**config.mk**
```make
export PLATFORM = sky130hd
export DESIGN_NAME = led_strip_column_framer_top
export DESIGN_NICKNAME = d
export VERILOG_FILES = /design/src/rtl/lscf_pkg.sv /design/src/rtl/lscf_column.sv /design/src/rtl/lscf_emit.sv /design/src/rtl/led_strip_column_framer_top.sv
export SDC_FILE = /design/constraint.sdc
export NUM_CORES = 1
export LEC_CHECK = 0
export ABC_CLOCK_PERIOD_IN_PS = 4400
export BUFFER_PORTS_ARGS = -buffer_cell sky130_fd_sc_hd__buf_2
export CORE_UTILIZATION = 45
export CTS_CLUSTER_DIAMETER = 30
export DETAILED_ROUTE_END_ITERATION = 16
export GPL_TIMING_DRIVEN = 0
export HOLD_SLACK_MARGIN = 0.05
export PLACE_DENSITY = 0.67
export SYNTH_ARGS = -nofsm -noshare
export SYNTH_HDL_FRONTEND = slang
export SYNTH_SLANG_ARGS = --single-unit
export TNS_END_PERCENT = 5
```
**constraint.sdc**
```tcl
create_clock -name clk -period 4.4 [get_ports clk]
set_input_delay 0.88 -clock clk [delete_from_list [all_inputs] [get_ports clk]]
set_output_delay 0.88 -clock clk [all_outputs]
set_load 0.02 [all_outputs]
```
**src/rtl/lscf_pkg.sv**
```systemverilog
// shared types, constants and the colour scaling function of the led strip column framer
// no dependencies
`default_nettype none

package lscf_pkg;

	// column range bound and field widths
	parameter int MAX_WIDTH = 1024;
	parameter int COL_W     = 12;
	parameter int WID_W     = 11;
	parameter int POS_W     = 5;

	localparam logic signed [COL_W-1:0] COL_MAX = COL_W'(MAX_WIDTH);
	localparam logic signed [COL_W-1:0] COL_MIN = -COL_MAX;

	// register indexes
	localparam logic REG_BRIGHTNESS = 1'b0;
	localparam logic REG_WIDTH      = 1'b1;

	// item kinds
	localparam logic ACT_STEP  = 1'b0;
	localparam logic ACT_PIXEL = 1'b1;

	// byte positions inside the longest pixel sequence
	localparam logic [POS_W-1:0] POS_START_FIRST = POS_W'(0);
	localparam logic [POS_W-1:0] POS_HEAD        = POS_W'(4);
	localparam logic [POS_W-1:0] POS_BLUE        = POS_W'(5);
	localparam logic [POS_W-1:0] POS_GREEN       = POS_W'(6);
	localparam logic [POS_W-1:0] POS_RED         = POS_W'(7);
	localparam logic [POS_W-1:0] POS_END_LONG    = POS_W'(16);

	localparam logic [7:0] BYTE_ZERO = 8'h00;
	localparam logic [7:0] BYTE_ONES = 8'hFF;

	typedef struct packed {
		logic signed [COL_W-1:0] column;
		logic                    show;
		logic                    finished;
	} report_t;

	typedef struct packed {
		logic       is_byte;
		report_t    rpt;
		logic       first;
		logic       last;
		logic [7:0] blue;
		logic [7:0] green;
		logic [7:0] red;
	} item_t;

	// (c * b) >> 8, or c unchanged when b is zero
	function automatic logic [7:0] scale_colour(input logic [7:0] c, input logic [7:0] b);
		logic [15:0] prod;
		prod = 16'(c) * 16'(b);
		scale_colour = (b == 8'd0) ? c : prod[15:8];
	endfunction

endpackage

`default_nettype wire

```
**src/rtl/lscf_column.sv**
```systemverilog
// step edge tracker: column position, finish flag and column report
// depends on lscf_pkg
`default_nettype none

module lscf_column (
	input  wire logic                       clk,
	input  wire logic                       arst_n,
	input  wire logic                       take,
	input  wire logic                       level,
	input  wire logic                       forward,
	input  wire logic [lscf_pkg::WID_W-1:0] image_width,
	output lscf_pkg::report_t               rpt,
	output logic                            done
);
	import lscf_pkg::*;

	logic                    prev_q;
	logic signed [COL_W-1:0] col_q;
	logic                    done_q;

	logic                    rise;
	logic signed [COL_W-1:0] col_nx;
	logic signed [COL_W-1:0] width_eff;
	logic                    reach;

	always_comb begin
		rise = !prev_q && level && !done_q;
		col_nx = col_q;
		if (forward) begin
			if (col_q < COL_MAX) col_nx = col_q + COL_W'(1);
		end else begin
			if (col_q > COL_MIN) col_nx = col_q - COL_W'(1);
		end
		// widths above the bound act as the bound
		width_eff = ({1'b0, image_width} > COL_MAX) ? COL_MAX : $signed({1'b0, image_width});
		reach = col_nx >= width_eff;
		rpt.column   = rise ? col_nx : col_q;
		rpt.finished = done_q || (rise && reach);
		rpt.show     = rise && !reach && (col_nx >= COL_W'(0));
	end

	assign done = done_q;

	always_ff @(posedge clk or negedge arst_n) begin
		if (!arst_n) begin
			prev_q <= 1'b0;
			col_q  <= -COL_W'(1);
			done_q <= 1'b0;
		end else if (take) begin
			prev_q <= level;
			col_q  <= rpt.column;
			done_q <= rpt.finished;
		end
	end

endmodule

`default_nettype wire

```
**src/rtl/lscf_emit.sv**
```systemverilog
// item register and result sequencer feeding the output register
// depends on lscf_pkg
`default_nettype none

module lscf_emit (
	input  wire logic            clk,
	input  wire logic            arst_n,
	input  wire logic            in_valid,
	input  wire lscf_pkg::item_t in_item,
	output logic                 in_ready,
	output logic                 m_tvalid,
	input  wire logic            m_tready,
	output logic [23:0]          m_tdata,   // data_byte, column_now, show_column, finished
	output logic                 m_tuser,   // is_byte
	output logic                 m_tlast    // last_byte
);
	import lscf_pkg::*;

	logic              valid_s1;
	item_t             item_s1;
	logic [POS_W-1:0]  pos_q;
	logic              mvalid_q;
	logic [23:0]       mdata_q;
	logic              muser_q;
	logic              mlast_q;

	logic              load_out;
	logic              cur_last;
	logic [7:0]        cur_byte;
	logic [POS_W-1:0]  end_pos;

	always_comb begin
		end_pos = item_s1.last ? POS_END_LONG : POS_RED;
		cur_last = !item_s1.is_byte || (pos_q == end_pos);
		case (pos_q) inside
			[POS_START_FIRST:POS_W'(3)]: cur_byte = BYTE_ZERO;
			POS_BLUE:                    cur_byte = item_s1.blue;
			POS_GREEN:                   cur_byte = item_s1.green;
			POS_RED:                     cur_byte = item_s1.red;
			default:                     cur_byte = BYTE_ONES;
		endcase
	end

	assign load_out = valid_s1 && (!mvalid_q || m_tready);
	assign in_ready = !valid_s1 || (load_out && cur_last);

	always_ff @(posedge clk or negedge arst_n) begin
		if (!arst_n) begin
			valid_s1 <= 1'b0;
			mvalid_q <= 1'b0;
		end else begin
			if (in_ready) valid_s1 <= in_valid;
			if (load_out) mvalid_q <= 1'b1;
			else if (m_tready) mvalid_q <= 1'b0;
		end
	end

	always_ff @(posedge clk) begin
		if (in_ready && in_valid) begin
			item_s1 <= in_item;
			pos_q   <= in_item.first ? POS_START_FIRST : POS_HEAD;
		end else if (load_out && !cur_last) begin
			pos_q <= pos_q + POS_W'(1);
		end
		if (load_out) begin
			muser_q <= item_s1.is_byte;
			mlast_q <= cur_last;
			if (item_s1.is_byte)
				mdata_q <= {16'd0, cur_byte};
			else
				mdata_q <= {2'b00, item_s1.rpt.finished, item_s1.rpt.show,
					item_s1.rpt.column, BYTE_ZERO};
		end
	end

	assign m_tvalid = mvalid_q;
	assign m_tdata  = mdata_q;
	assign m_tuser  = muser_q;
	assign m_tlast  = mlast_q;

endmodule

`default_nettype wire

```
**src/rtl/led_strip_column_framer_top.sv**
```systemverilog
// top level of the led strip column framer: config registers, input decode, column tracker, emitter
// depends on lscf_pkg, lscf_column, lscf_emit
`default_nettype none

// Takes step-pin samples and pixels on one stream and returns column reports and
// serial strip bytes on another. A step sample gives one report, and samples can
// follow each other every cycle while the output is not stalled. A pixel gives four
// bytes (0xFF, blue, green, red), plus four leading zero bytes when it opens a column
// and nine 0xFF bytes when it closes one: the output register sends one transfer per
// cycle unless m_tready holds it, and the item register waits until its last result
// has moved out. The next item is taken in the cycle its predecessor's last result
// loads the output register. Once the image is finished, pixels are consumed with
// no result. Colours are scaled as (c*brightness)>>8 when the item is taken;
// brightness zero passes colours unchanged.
module led_strip_column_framer_top (
	input  wire logic        clk,
	input  wire logic        arst_n,
	// config port
	input  wire logic        psel,
	input  wire logic        penable,
	input  wire logic        pwrite,
	input  wire logic [2:0]  paddr,
	input  wire logic [31:0] pwdata,
	output logic [31:0]      prdata,
	output logic             pready,
	// input stream
	input  wire logic        s_tvalid,
	output logic             s_tready,
	input  wire logic [31:0] s_tdata,   // step_level, step_forward, red, green, blue, first_pixel
	input  wire logic        s_tuser,   // action
	input  wire logic        s_tlast,   // last_pixel
	// result stream
	output logic             m_tvalid,
	input  wire logic        m_tready,
	output logic [23:0]      m_tdata,   // data_byte, column_now, show_column, finished
	output logic             m_tuser,   // is_byte
	output logic             m_tlast    // last_byte
);
	import lscf_pkg::*;

	logic [7:0]       bright_q;
	logic [WID_W-1:0] width_q;

	logic             cfg_wr;
	logic             in_take;
	logic             step_take;
	logic             keep;
	logic             done;
	logic             emit_ready;
	report_t          rpt;
	item_t            item;

	// register write on the access phase
	assign pready = 1'b1;
	assign cfg_wr = psel && penable && pwrite && pready;

	always_ff @(posedge clk or negedge arst_n) begin
		if (!arst_n) begin
			bright_q <= 8'd60;
			width_q  <= WID_W'(MAX_WIDTH);
		end else if (cfg_wr) begin
			case (paddr[2])
				REG_BRIGHTNESS: bright_q <= pwdata[7:0];
				REG_WIDTH:      width_q  <= pwdata[WID_W-1:0];
				default:        ;
			endcase
		end
	end

	always_comb begin
		case (paddr[2])
			REG_BRIGHTNESS: prdata = {24'd0, bright_q};
			REG_WIDTH:      prdata = {{(32-WID_W){1'b0}}, width_q};
			default:        prdata = 32'd0;
		endcase
	end

	// input transfer and split by kind
	assign s_tready  = emit_ready;
	assign in_take   = s_tvalid && s_tready;
	assign step_take = in_take && (s_tuser == ACT_STEP);
	// pixels after the finish produce nothing and are not stored
	assign keep      = (s_tuser == ACT_STEP) || !done;

	lscf_column u_column (
		.clk         (clk),
		.arst_n      (arst_n),
		.take        (step_take),
		.level       (s_tdata[0]),
		.forward     (s_tdata[1]),
		.image_width (width_q),
		.rpt         (rpt),
		.done        (done)
	);

	always_comb begin
		item.is_byte = (s_tuser == ACT_PIXEL);
		item.rpt     = rpt;
		item.first   = s_tdata[26];
		item.last    = s_tlast;
		item.red     = scale_colour(s_tdata[9:2], bright_q);
		item.green   = scale_colour(s_tdata[17:10], bright_q);
		item.blue    = scale_colour(s_tdata[25:18], bright_q);
	end

	lscf_emit u_emit (
		.clk      (clk),
		.arst_n   (arst_n),
		.in_valid (s_tvalid && keep),
		.in_item  (item),
		.in_ready (emit_ready),
		.m_tvalid (m_tvalid),
		.m_tready (m_tready),
		.m_tdata  (m_tdata),
		.m_tuser  (m_tuser),
		.m_tlast  (m_tlast)
	);

endmodule

`default_nettype wire

```
## After elaboration in Yosys (flattened, before gate mapping)

Index checks and enable logic that the tools add are counted.

| storage, ports and cells | value |
|---|---|
| bits in registers | 106 |
| latch bits | 0 |
| RAM bits | 0 |
| bits in read-only memories | 0 |
| input bits | 76 |
| output and inout port bits | 61 |
| logic and storage cells | 92 |
| memories | 0 |

| cells by class | value |
|---|---|
| add/sub/neg operators | 3 |
| multiply operators | 3 |
| divide/modulo/power cells | 0 |
| magnitude comparators | 7 |
| equal/unequal tests | 4 |
| shifts and indexed selects | 0 |
| mux-type cells | 18 |
| bitwise operators | 3 |
| reductions and logical operators | 33 |

Operators with widths:

| cell | count |
|---|---|
| 32-bit case mux with 2 select lines | 1 |
| 8-bit by 8-bit multiplier with 16-bit output | 3 |
| 12-bit 2-to-1 mux | 4 |
| 8-bit 2-to-1 mux | 6 |
| 5-bit by 3-bit equality test with 1-bit output (second input constant) | 3 |
| 1-bit logical AND | 15 |
| 5-bit 2-to-1 mux | 3 |
| 12-bit by 2-bit adder with 12-bit output (second input constant) | 1 |
| 12-bit by 1-bit greater-or-equal comparator with 1-bit output (second input constant) | 1 |
| 12-bit greater-or-equal comparator | 1 |
| 12-bit by 11-bit greater-than comparator with 1-bit output (second input constant) | 1 |
| 12-bit less-than comparator (second input constant) | 1 |
| 12-bit by 2-bit subtractor with 12-bit output (second input constant) | 1 |
| 11-bit greater-than comparator (second input constant) | 1 |
| 11-bit 2-to-1 mux | 1 |
| 8-bit logical NOT | 1 |
| 1-bit logical NOT | 7 |
| 5-bit by 1-bit adder with 5-bit output (second input constant) | 1 |
| 5-bit equality test | 1 |
| 5-bit by 1-bit greater-or-equal comparator with 1-bit output (second input constant) | 1 |
| 5-bit by 2-bit less-or-equal comparator with 1-bit output (second input constant) | 1 |
| 1-bit logical OR | 5 |
| 2-bit AND reduction | 2 |
| 2-bit nonzero test | 2 |
| 4 further kinds | 7 |

## Longest topological paths before layout

Gate-level depths: netlist of the first run.

| logic depth | value |
|---|---|
| depth in word-level cells | 7 |
| depth in mapped cells | 18 |

## Modules after synthesis

A second synthesis of the first run with hierarchy kept.

| second synthesis, totals | value |
|---|---|
| cells, all modules | 1,171 |
| area total of the unflattened synthesis | 11,507.3 µm² |

Modules (own cells, without submodules):

| module | times used | cells each | area each (µm²) |
|---|---|---|---|
| led_strip_column_framer_top | 1 | 789 | 7,064.3 |
| lscf_emit | 1 | 170 | 2,771.4 |
| lscf_column | 1 | 212 | 1,671.6 |

## Least setup slack after synthesis of the first run

Ideal clock, no wire load.

| timing path | value |
|---|---|
| path kind | input-to-reg |
| from | input s_tdata[4] |
| to | register u_emit.item_s1[6] (netlist bit) (data pin) |
| arrival time | 4.579 ns |
| data required time | 4.136 ns |
| slack | -0.443 ns |
| stages | 14 |
| path buffers | 0 |
| path through | and2_1 -> fa_1 -> fa_1 -> fa_1 -> inv_1 -> fa_1 -> inv_1 -> ha_1 -> nand3_1 -> nand3_1 -> a221oi_1 -> o21bai_1 -> a211oi_1 -> o21ai_0 |

RTL lines:

| element | RTL line | text |
|---|---|---|
| from (decl) | led_strip_column_framer_top.sv:29 | `input wire logic [31:0] s_tdata,` |
| to (signal assigned) | lscf_emit.sv:60 | `item_s1 <= in_item;` |
| to (decl) | lscf_emit.sv:20 | `item_t item_s1;` |

==> impl_metrics.json, run 1 <==
{
  "hp-class": "register to register",
  "dr.pass1.iters": 5,
  "synth_cell_types": 72,
  "grt_max_degree": 46,
  "final_cell_mix": "and2_1, inv_1, ha_1",
  "die_y_um": 160,
  "core_sq_mm": 0.0244,
  "nets": 1567,
  "path_class": "register to register",
  "r2r_start": "bright_q[2]$_DFFE_PN1P_",
  "slew_headroom_pct": 12.7,
  "synth_edf_count": 69,
  "cts_hold_buf": 0,
  "dp_hpwl_um": 19900,
  "ant_nets": 0,
  "fin_crit_ns": 4.61,
  "power.density_mw_per_mm2": 674,
  "clock_path_buffers": 2,
  "crit_chain": "clkbuf_16 -> buf_8 -> nand2_4 -> fa_1 -> fa_1 -> inv_2 -> fa_1 -> fa_1 -> ha_4 -> buf_4 -> o21ai_4 -> a211oi_4 -> a221oi_4 -> o21bai_2 -> xnor2_1 -> a21oi_1",
  "routed_via_density": 5.24,
  "synthArstFlopShare_pct": 33.7,
  "crit_path_start_kind": "register",
  "die_area_sq_mm": 0.0256,
  "drv_slew": 0,
  "violations": "setup timing",
  "skew_ns": 0.00759,
  "worstSkewPairLatency_ns": 0.36,
  "post-place-ws_ns": -0.951,
  "gp_congestion": 0.870,
  "run_status": "finished with violations",
  "drt_iter0_markers": 498,
  "drive_gt1_share_pct": 25.4,
  "num_io_pins": 137,
  "synth_area_sq_mm": 0.0112,
  "setup.worst_path.start": "bright_q[2]$_DFFE_PN1P_",
  "critPathRequiredTime_ns": 4.49,
  "grt-ovfl-total": 0,
  "setup_slack_ns": -0.209,
  "min_from": "u_column.prev_q$_DFFE_PN0P_",
  "syn_avg_cell_area_sq_um": 10.0,
  "finalPower_mw": 9.00,
  "syn2layout_area_growth_pct": 18.7,
  "timing.fmax_ghz": 0.217,
  "num_rows": 57,
  "fp.dieW_um": 160,
  "antenna_cells": 0,
  "final_common_cell": "and2_1",
  "hold_viol": 0,
  "critPathBufInv": 4,
  "wire_per_inst_um": 17.3,
  "yosys_warnings": 0,
  "grt_pass1_wl_um": 43900,
  "cts_root_buf": "clkbuf_16",
  "drc_errors": 0,
  "p_leak_nw": 6.16,
  "io_buffers": 84,
  "cts_tree": "done",
  "slowest_stage": "dfstp_4",
  "initial_core_util_pct": 46.1,
  "setup_viol": 21,
  "grt_antenna_before_repair": 0,
  "netlist_instances": 1120,
  "worstSetupEndpointType": "register",
  "path_delay_family": "adder cells",
  "tightest_slew_ns": 1.29,
  "irDropWorstVdd_v": 0.000420,
  "vias": 8371,
  "htreeDepth": 3,
  "cp_max_fo": 7,
  "cts_made_buffers": 9,
  "track_usage_pct": 21.9,
  "worstPathArrival_ns": 4.69,
  "wirelength_um": 27700,
  "fin_crit_sh_pct": 105,
  "maxCapViolCount": 0,
  "cp_common_cell": "fa_1",
  "grt_pass1_vias": 8345,
  "cp_slowest_stage_delay_ns": 0.68,
  "ys_ff_latch": 104,
  "cts_sinks": 104,
  "clk_pin_slew_ns": 0.08,
  "ys_seq_area_share_pct": 26.4,
  "fillers": 2155,
  "synth_ff_type": "edfxtp_1",
  "rsz0062_at_grt": "yes"
}
-- flip-flops by register name, indices dropped and copies added (netlist names) --
register,count
u_column.done,1
width_q,11
u_emit.m_tlast,1
u_emit.item_s1,40
u_column.prev_q,1
u_column.col_q,12
u_emit.m_tuser,1
u_emit.m_tvalid,1
bright_q,8
u_emit.pos_q,5
u_emit.valid_s1,1
u_emit.m_tdata,22
-- per-stage QoR --
stage / TNS [ns] / hold slack (ns) / cell area (sq um) / utilization [%] / cells
floorplan: -1.09 / 0.468 / 11400 / - / 1142
global placement: -16.74 / 0.489 / 12200 / 50.1 / 1550
detailed placement: -17.48 / 0.496 / 12200 / 50.1 / 1550
CTS: -2.89 / 0.512 / 12900 / 52.8 / 1582
global route: -5.62 / 0.545 / 13300 / 54.7 / 1599
finish: -2.84 / 0.508 / 13300 / 54.7 / 1599
-- cells by family after synthesis --
family	count (synthesis)	share of synthesized area (%)
compound gates	135	7.95
xor+xnor	53	4.19
fa+ha+maj	221	31.6
buf+inv	199	8.32
flops	104	26.4
mux	33	3.28
other cells	2	0.0668
simple gates	373	18.2
-- per-layer routing --
layer / up-vias / GRT usage (%) / part of all wire [%] / wire length, um
li1: 3965 / - / - / -
met1: 4161 / 29.7 / 45 / 12500
met2: 216 / 37.1 / 49 / 13600
met3: 29 / 1.95 / 4.3 / 1200
met4: 0 / 6.49 / 1.6 / 433
met5: - / 0 / 0 / 0
-- path summary, 6_finish.rpt --
path	to	slack, ns	cells after the start
max reg2reg	u_emit.item_s1[5]$_DFFE_PP_	-0.21	16
max	u_emit.item_s1[5]$_DFFE_PP_	-0.21	16
min in group asynchronous	u_emit.m_tvalid$_DFFE_PN0P_	0.62	1
min reg2reg	u_column.prev_q$_DFFE_PN0P_	0.51	1
min	u_column.prev_q$_DFFE_PN0P_	0.51	1
max in group asynchronous	bright_q[7]$_DFFE_PN0P_	3.21	1
-- synth_stat cells (all sizes together) (3+ instances only) --
cell type,instances,area (sq um)
and2,154,963
inv,133,499
ha,116,1450
fa,105,2100
nand2,92,345
edfxtp,69,2070
a21oi,40,211
nor2,39,149
xnor2,39,349
clkbuf,34,198
buf,31,235
mux2,31,349
o21ai,25,133
nor2b,20,125
dfrtp,18,450
a211oi,17,128
dfstp,17,447
nand3,16,80.1
xor2,14,123
o22ai,11,75.1
nand2b,7,51.3
nand4,7,43.8
a21o,6,45.0
nand4b,6,52.6
nor4,5,31.3
o21bai,5,37.5
a21boi,4,30.0
nand3b,4,30.0
nor3,4,20.0
or2,4,25.0
or3,4,35.0
a2111oi,3,26.3
o211ai,3,22.5
o21a,3,22.5
o31ai,3,22.5
-- report_power, final --
group          switching [mW]  internal (mW)  leakage, nW  total, mW
registers               0.123           1.46         1.03       1.59
logic                    3.64           3.00         4.98       6.64
clock network           0.379          0.395        0.143      0.774
-- area by class of cell --
cell class	count	area, sq um	area share (%)
Sequential cell	104	2980	22.3
Inverter	134	503	3.77
Timing Repair Buffer	121	766	5.74
Clock inverter	7	60.1	0.450
Tap cell	324	405	3.04
Multi-Input combinational cell	839	7860	58.9
Buffer	61	548	4.11
Clock buffer	9	225	1.69
-- repair_timing --
action                                  CTS  global route
gates resized for setup                  61            74
endpoints found under the hold margin     0             0
gates cloned                              1             1
setup buffers                            18            17
endpoints found under the setup margin   24            23
pin swaps                                18            49
No activity file was read; power rests on OpenSTA's default activity.
==> inputs of run 2 (changes only) <==
--- a/config.mk
+++ b/config.mk
@@ -7,12 +7,14 @@
 export LEC_CHECK = 0
 export ABC_CLOCK_PERIOD_IN_PS = 4400
 export BUFFER_PORTS_ARGS = -buffer_cell sky130_fd_sc_hd__buf_2
-export CORE_UTILIZATION = 45
+export CELL_PAD_IN_SITES_DETAIL_PLACEMENT = 0
+export CELL_PAD_IN_SITES_GLOBAL_PLACEMENT = 1
+export CORE_UTILIZATION = 43
 export CTS_CLUSTER_DIAMETER = 30
 export DETAILED_ROUTE_END_ITERATION = 16
 export GPL_TIMING_DRIVEN = 0
 export HOLD_SLACK_MARGIN = 0.05
-export PLACE_DENSITY = 0.67
+export PLACE_DENSITY_LB_ADDON = 0.1
 export SYNTH_ARGS = -nofsm -noshare
 export SYNTH_HDL_FRONTEND = slang
 export SYNTH_SLANG_ARGS = --single-unit
==> constraint.sdc (replaced) <==
create_clock -name clk -period 4.4 [get_ports clk]
set_input_delay 0.88 -clock clk [delete_from_list [all_inputs] [get_ports clk]]
set_output_delay 0.88 -clock clk [all_outputs]
set_load 0.005 [all_outputs]
==> impl_metrics.json, run 2 (synthesized netlist as in run 1, its figures left out) <==
{
  "met3_usage_pct": 1.67,
  "placed_cell_area_sq_mm": 0.0122,
  "final_common_cell": "and2_1",
  "grt_antenna_before_repair": 0,
  "fin_crit_sh_pct": 105,
  "gr-max-usage-layer": "met2",
  "clock_path_buffers": 2,
  "wirelength_um": 28100,
  "ant_nets": 0,
  "io_buffers": 84,
  "tightest_slew_ns": 1.05,
  "use_met1_pct": 31.3,
  "violations": "setup timing",
  "post-place-ws_ns": -1.15,
  "hp-class": "register to register",
  "clk_pin_slew_ns": 0.07,
  "drive_gt1_share_pct": 24.9,
  "grt_max_degree": 46,
  "final_cell_mix": "and2_1, inv_1, ha_1",
  "cts_made_buffers": 9,
  "setup.worst_path.start": "bright_q[3]$_DFFE_PN1P_",
  "maxCapViolCount": 0,
  "antenna_cells": 0,
  "htreeDepth": 3,
  "largest_reg_flops": 40,
  "cp_max_fo": 7,
  "finalNonFillerCells": 1603,
  "initial_core_util_pct": 44.3,
  "r2r_end": "u_emit.item_s1[12]$_DFFE_PP_",
  "fin_crit_ns": 4.62,
  "regMostFlops": "u_emit.item_s1",
  "wire_per_inst_um": 17.5,
  "run_status": "finished with violations",
  "min_from": "u_column.prev_q$_DFFE_PN0P_",
  "drv_slew": 0,
  "vias": 8101,
  "rsz0062_at_grt": "yes",
  "r2r_cells": 16,
  "cts_tree": "done",
  "gp_congestion": 0.851,
  "rrSetupSlack_ns": -0.22,
  "worstSetupEndpointType": "register",
  "critPathRequiredTime_ns": 4.46,
  "power.density_mw_per_mm2": 661,
  "cts_hold_buf": 0,
  "slew_headroom_pct": 30.2,
  "cts_sinks": 104,
  "grt-ovfl-total": 0,
  "syn2layout_area_growth_pct": 18.1,
  "use_met2_pct": 38.7,
  "whs_path_depth": 1,
  "irDropWorstVdd_v": 0.000435,
  "cts_root_buf": "clkbuf_16",
  "worstPathArrival_ns": 4.67,
  "nets": 1565,
  "num_rows": 58,
  "track_usage_pct": 22.6,
  "dr.pass1.iters": 5,
  "grt_pass1_vias": 8330,
  "setup_slack_ns": -0.215,
  "hold_path_end": "u_column.prev_q$_DFFE_PN0P_",
  "fp.dieW_um": 164,
  "p_leak_nw": 6.16,
  "skew_ns": 0.0108,
  "r2r_start": "bright_q[3]$_DFFE_PN1P_",
  "fillers": 2392,
  "hold_viol": 0,
  "num_io_pins": 137,
  "die_y_um": 164,
  "finalInstanceArea_sq_mm": 0.0133,
  "whs_ns": 0.510,
  "grt_pass1_wl_um": 45900,
  "routed_via_density": 5.05,
  "drc_errors": 0,
  "path_class": "register to register",
  "drt_iter0_markers": 376,
  "die_area_sq_mm": 0.0268,
  "crit_path_start_kind": "register",
  "placed_cells": 1556,
  "finalSetupTns_ns": -2.72,
  "timing.fmax_ghz": 0.217,
  "core_sq_mm": 0.0254,
  "worstSkewPairLatency_ns": 0.35,
  "setup_viol": 19,
  "dp_hpwl_um": 21200
}
==> run 2: repair_timing <==
item / in CTS / in global routing
buffers inserted: 28 / 6
setup endpoints to repair: 24 / 24
pin swaps: 25 / 31
gates resized for setup: 79 / 36
==> run 2: worst max-delay path by stage <==
stage / endpoint / cells past startpoint
floorplan: u_emit.item_s1[22]$_DFFE_PP_ / 14
global placement: u_emit.item_s1[20]$_DFFE_PP_ / 14
detailed placement: u_emit.item_s1[20]$_DFFE_PP_ / 14
CTS: u_emit.item_s1[22]$_DFFE_PP_ / 14
global route: u_emit.item_s1[22]$_DFFE_PP_ / 14
finish: u_emit.item_s1[12]$_DFFE_PP_ / 16
==> run 2: report_power, final <==
group | internal [mW] | total (mW) | switching, mW
sequential | 1.47 | 1.59 | 0.128
clock | 0.424 | 0.797 | 0.373
combinational | 2.91 | 6.40 | 3.49
total | 4.80 | 8.79 | 3.99
==> run 2: routing by layer <==
metal,vias up,routed length [um]
li1,3967,-
met1,3976,13400
met2,144,13600
met3,14,857
met4,0,237
met5,-,0
==> run 2: final cells by class <==
| cell class | instances | area [sq um] | share of cell area (%) |
|---|---|---|---|
| Buffer | 62 | 574 | 4.32 |
| Tap cell | 330 | 413 | 3.11 |
| Clock inverter | 6 | 48.8 | 0.367 |
| Sequential cell | 104 | 2980 | 22.4 |
| Multi-Input combinational cell | 839 | 7800 | 58.7 |
| Clock buffer | 10 | 250 | 1.88 |
| Inverter | 134 | 503 | 3.78 |
| Timing Repair Buffer | 118 | 717 | 5.39 |
==> run 2: critical path: stages (launching register included) <==
cell and delay [ns]:
dfstp_4 0.69, clkbuf_16 0.18, buf_4 0.13, nand2_1 0.06, fa_1 0.48, fa_1 0.49, inv_1 0.05, fa_1 0.46
fa_1 0.50, ha_2 0.32, o21ai_0 0.07, nand2b_1 0.18, nand3_2 0.14, buf_4 0.16, a21boi_2 0.13, xnor2_1 0.16
a21oi_2 0.11
==> run 2: metrics by stage <==
step / power (mW) / util, %
after floorplan: 5.43 / -
after global placement: 6.87 / 48.1
after detailed placement: 6.88 / 48.1
after CTS: 8.43 / 51.5
after global routing: 9.64 / 52.3
final: 8.79 / 52.3
==> inputs of run 3 (changes only) <==
--- a/config.mk
+++ b/config.mk
@@ -12,9 +12,10 @@
 export CORE_UTILIZATION = 43
 export CTS_CLUSTER_DIAMETER = 30
 export DETAILED_ROUTE_END_ITERATION = 16
-export GPL_TIMING_DRIVEN = 0
+export GPL_TIMING_DRIVEN = 1
 export HOLD_SLACK_MARGIN = 0.05
 export PLACE_DENSITY_LB_ADDON = 0.1
+export REMOVE_ABC_BUFFERS = 1
 export SYNTH_ARGS = -nofsm -noshare
 export SYNTH_HDL_FRONTEND = slang
 export SYNTH_SLANG_ARGS = --single-unit
==> impl_metrics.json, run 3 (synthesized netlist as in run 1, its figures left out) <==
{
  "die_y_um": 164,
  "crit_path_start_kind": "register",
  "setup_slack_ns": -0.169,
  "nets": 1611,
  "largest_reg_flops": 40,
  "syn2layout_area_growth_pct": 21.4,
  "cts_sinks": 104,
  "irDropWorstVdd_v": 0.000344,
  "hp-class": "register to register",
  "gp_congestion": 0.810,
  "cts_made_buffers": 9,
  "slew_headroom_pct": 22.3,
  "drive_gt1_share_pct": 27.8,
  "regMostFlops": "u_emit.item_s1",
  "skew_ns": 0.0100,
  "fp.dieW_um": 164,
  "fin_crit_sh_pct": 104,
  "grt_pass1_vias": 8445,
  "cts_tree": "done",
  "ant_nets": 0,
  "grt_antenna_before_repair": 1,
  "dp_hpwl_um": 20600,
  "core_sq_mm": 0.0254,
  "hold_viol": 0,
  "grt-ovfl-total": 0,
  "critPathRequiredTime_ns": 4.61,
  "cp_max_fo": 4,
  "r2r_start": "bright_q[3]$_DFFE_PN1P_",
  "setup.worst_path.start": "bright_q[3]$_DFFE_PN1P_",
  "power.density_mw_per_mm2": 680,
  "track_usage_pct": 21.5,
  "final_common_cell": "and2_1",
  "violations": "setup timing",
  "worstSkewPairLatency_ns": 0.34,
  "whs_ns": 0.509,
  "dr.pass1.iters": 6,
  "wirelength_um": 27200,
  "multi_input_area_sq_mm": 0.00778,
  "clk_pin_slew_ns": 0.07,
  "grt_pass1_wl_um": 44700,
  "grt_max_degree": 36,
  "num_io_pins": 137,
  "io_buffers": 84,
  "setup_viol": 20,
  "initial_core_util_pct": 44.3,
  "drc_errors": 0,
  "htreeDepth": 3,
  "worstPathArrival_ns": 4.78,
  "maxCapViolCount": 0,
  "clock_path_buffers": 2,
  "path_class": "register to register",
  "cts_root_buf": "clkbuf_16",
  "p_leak_nw": 6.39,
  "drt_iter0_markers": 346,
  "final_cell_mix": "and2_1, inv_1, buf_4",
  "run_status": "finished with violations",
  "fin_crit_ns": 4.57,
  "drv_slew": 0,
  "antenna_cells": 0,
  "tightest_slew_ns": 1.16,
  "worstSetupEndpointType": "register",
  "cts_hold_buf": 0,
  "num_rows": 58,
  "placed_cell_area_sq_mm": 0.0127,
  "wire_per_inst_um": 16.5,
  "seq_area_sq_mm": 0.00298,
  "timing.fmax_ghz": 0.219,
  "fillers": 2355,
  "min_from": "u_emit.valid_s1$_DFFE_PN0P_",
  "rrSetupSlack_ns": -0.17,
  "finalInstanceArea_sq_mm": 0.0137,
  "rsz0062_at_grt": "yes",
  "die_area_sq_mm": 0.0268,
  "vias": 8238,
  "routed_via_density": 5.00
}
==> run 3: what timing repair did <==
item / 4_1_cts / 5_1_grt
hold endpoints to repair: 0 / 0
pin swaps: 32 / 39
gates resized for setup: 53 / 37
cloned: 1 / 0
setup buffers: 20 / 4
setup endpoints to repair: 23 / 23
==> run 3: layer usage <==
layer | vias to the layer above | GRT usage, % | wire (um)
li1 | 4048 | - | -
met1 | 4028 | 28.7 | 12600
met2 | 142 | 37.0 | 13200
met3 | 20 | 2.32 | 728
met4 | 0 | 5.98 | 671
met5 | - | 0 | 0
==> run 3: worst paths after layout <==
path	to	depth (start not counted)
min reg2reg	u_emit.m_tvalid$_DFFE_PN0P_	1
max in group asynchronous	bright_q[7]$_DFFE_PN0P_	1
max reg2reg	u_emit.item_s1[22]$_DFFE_PP_	15
min in group asynchronous	width_q[9]$_DFFE_PN0P_	1
max	u_emit.item_s1[22]$_DFFE_PP_	15
min	u_emit.m_tvalid$_DFFE_PN0P_	1
==> run 3: final cells by class <==
| cell class | count | share of cell area (%) |
|---|---|---|
| Tap cell | 330 | 3.02 |
| Inverter | 134 | 3.68 |
| Sequential cell | 104 | 21.8 |
| Multi-Input combinational cell | 839 | 57.0 |
| Clock buffer | 9 | 1.65 |
| Clock inverter | 7 | 0.504 |
| Timing Repair Buffer | 226 | 12.4 |
==> run 3: where the power goes <==
group	leakage (nW)	switching (mW)	internal (mW)	total [mW]
Clock	0.144	0.365	0.442	0.807
Combinational	5.22	3.39	3.51	6.89
Sequential	1.04	0.119	1.47	1.58
Total	6.39	3.87	5.41	9.28
==> run 3: critical path, stage by stage, from the launching register on <==
cell	delay, ns
dfstp_4	0.67
buf_12	0.12
buf_4	0.11
nand2_1	0.06
fa_1	0.48
fa_1	0.55
inv_1	0.05
fa_1	0.46
fa_1	0.54
ha_4	0.22
a21oi_4	0.16
o211ai_1	0.12
nand3_1	0.15
nand4bb_1	0.14
or4b_1	0.50
nand3_2	0.09
==> run 3: metrics by stage <==
stage | worst slack [ns] | TNS, ns | utilization [%] | std cells | total power, mW
3_3_place_gp | -0.704 | -11.87 | 50.0 | 1610 | 7.44
6_report | -0.169 | -2.09 | 53.8 | 1649 | 9.28
5_1_grt | -0.322 | -5.68 | 53.8 | 1649 | 10.2
2_1_floorplan | -0.443 | -2.79 | - | 1077 | 5.25
3_5_place_dp | -0.684 | -12.14 | 50.0 | 1610 | 7.48
4_1_cts | -0.190 | -2.06 | 52.9 | 1647 | 8.89
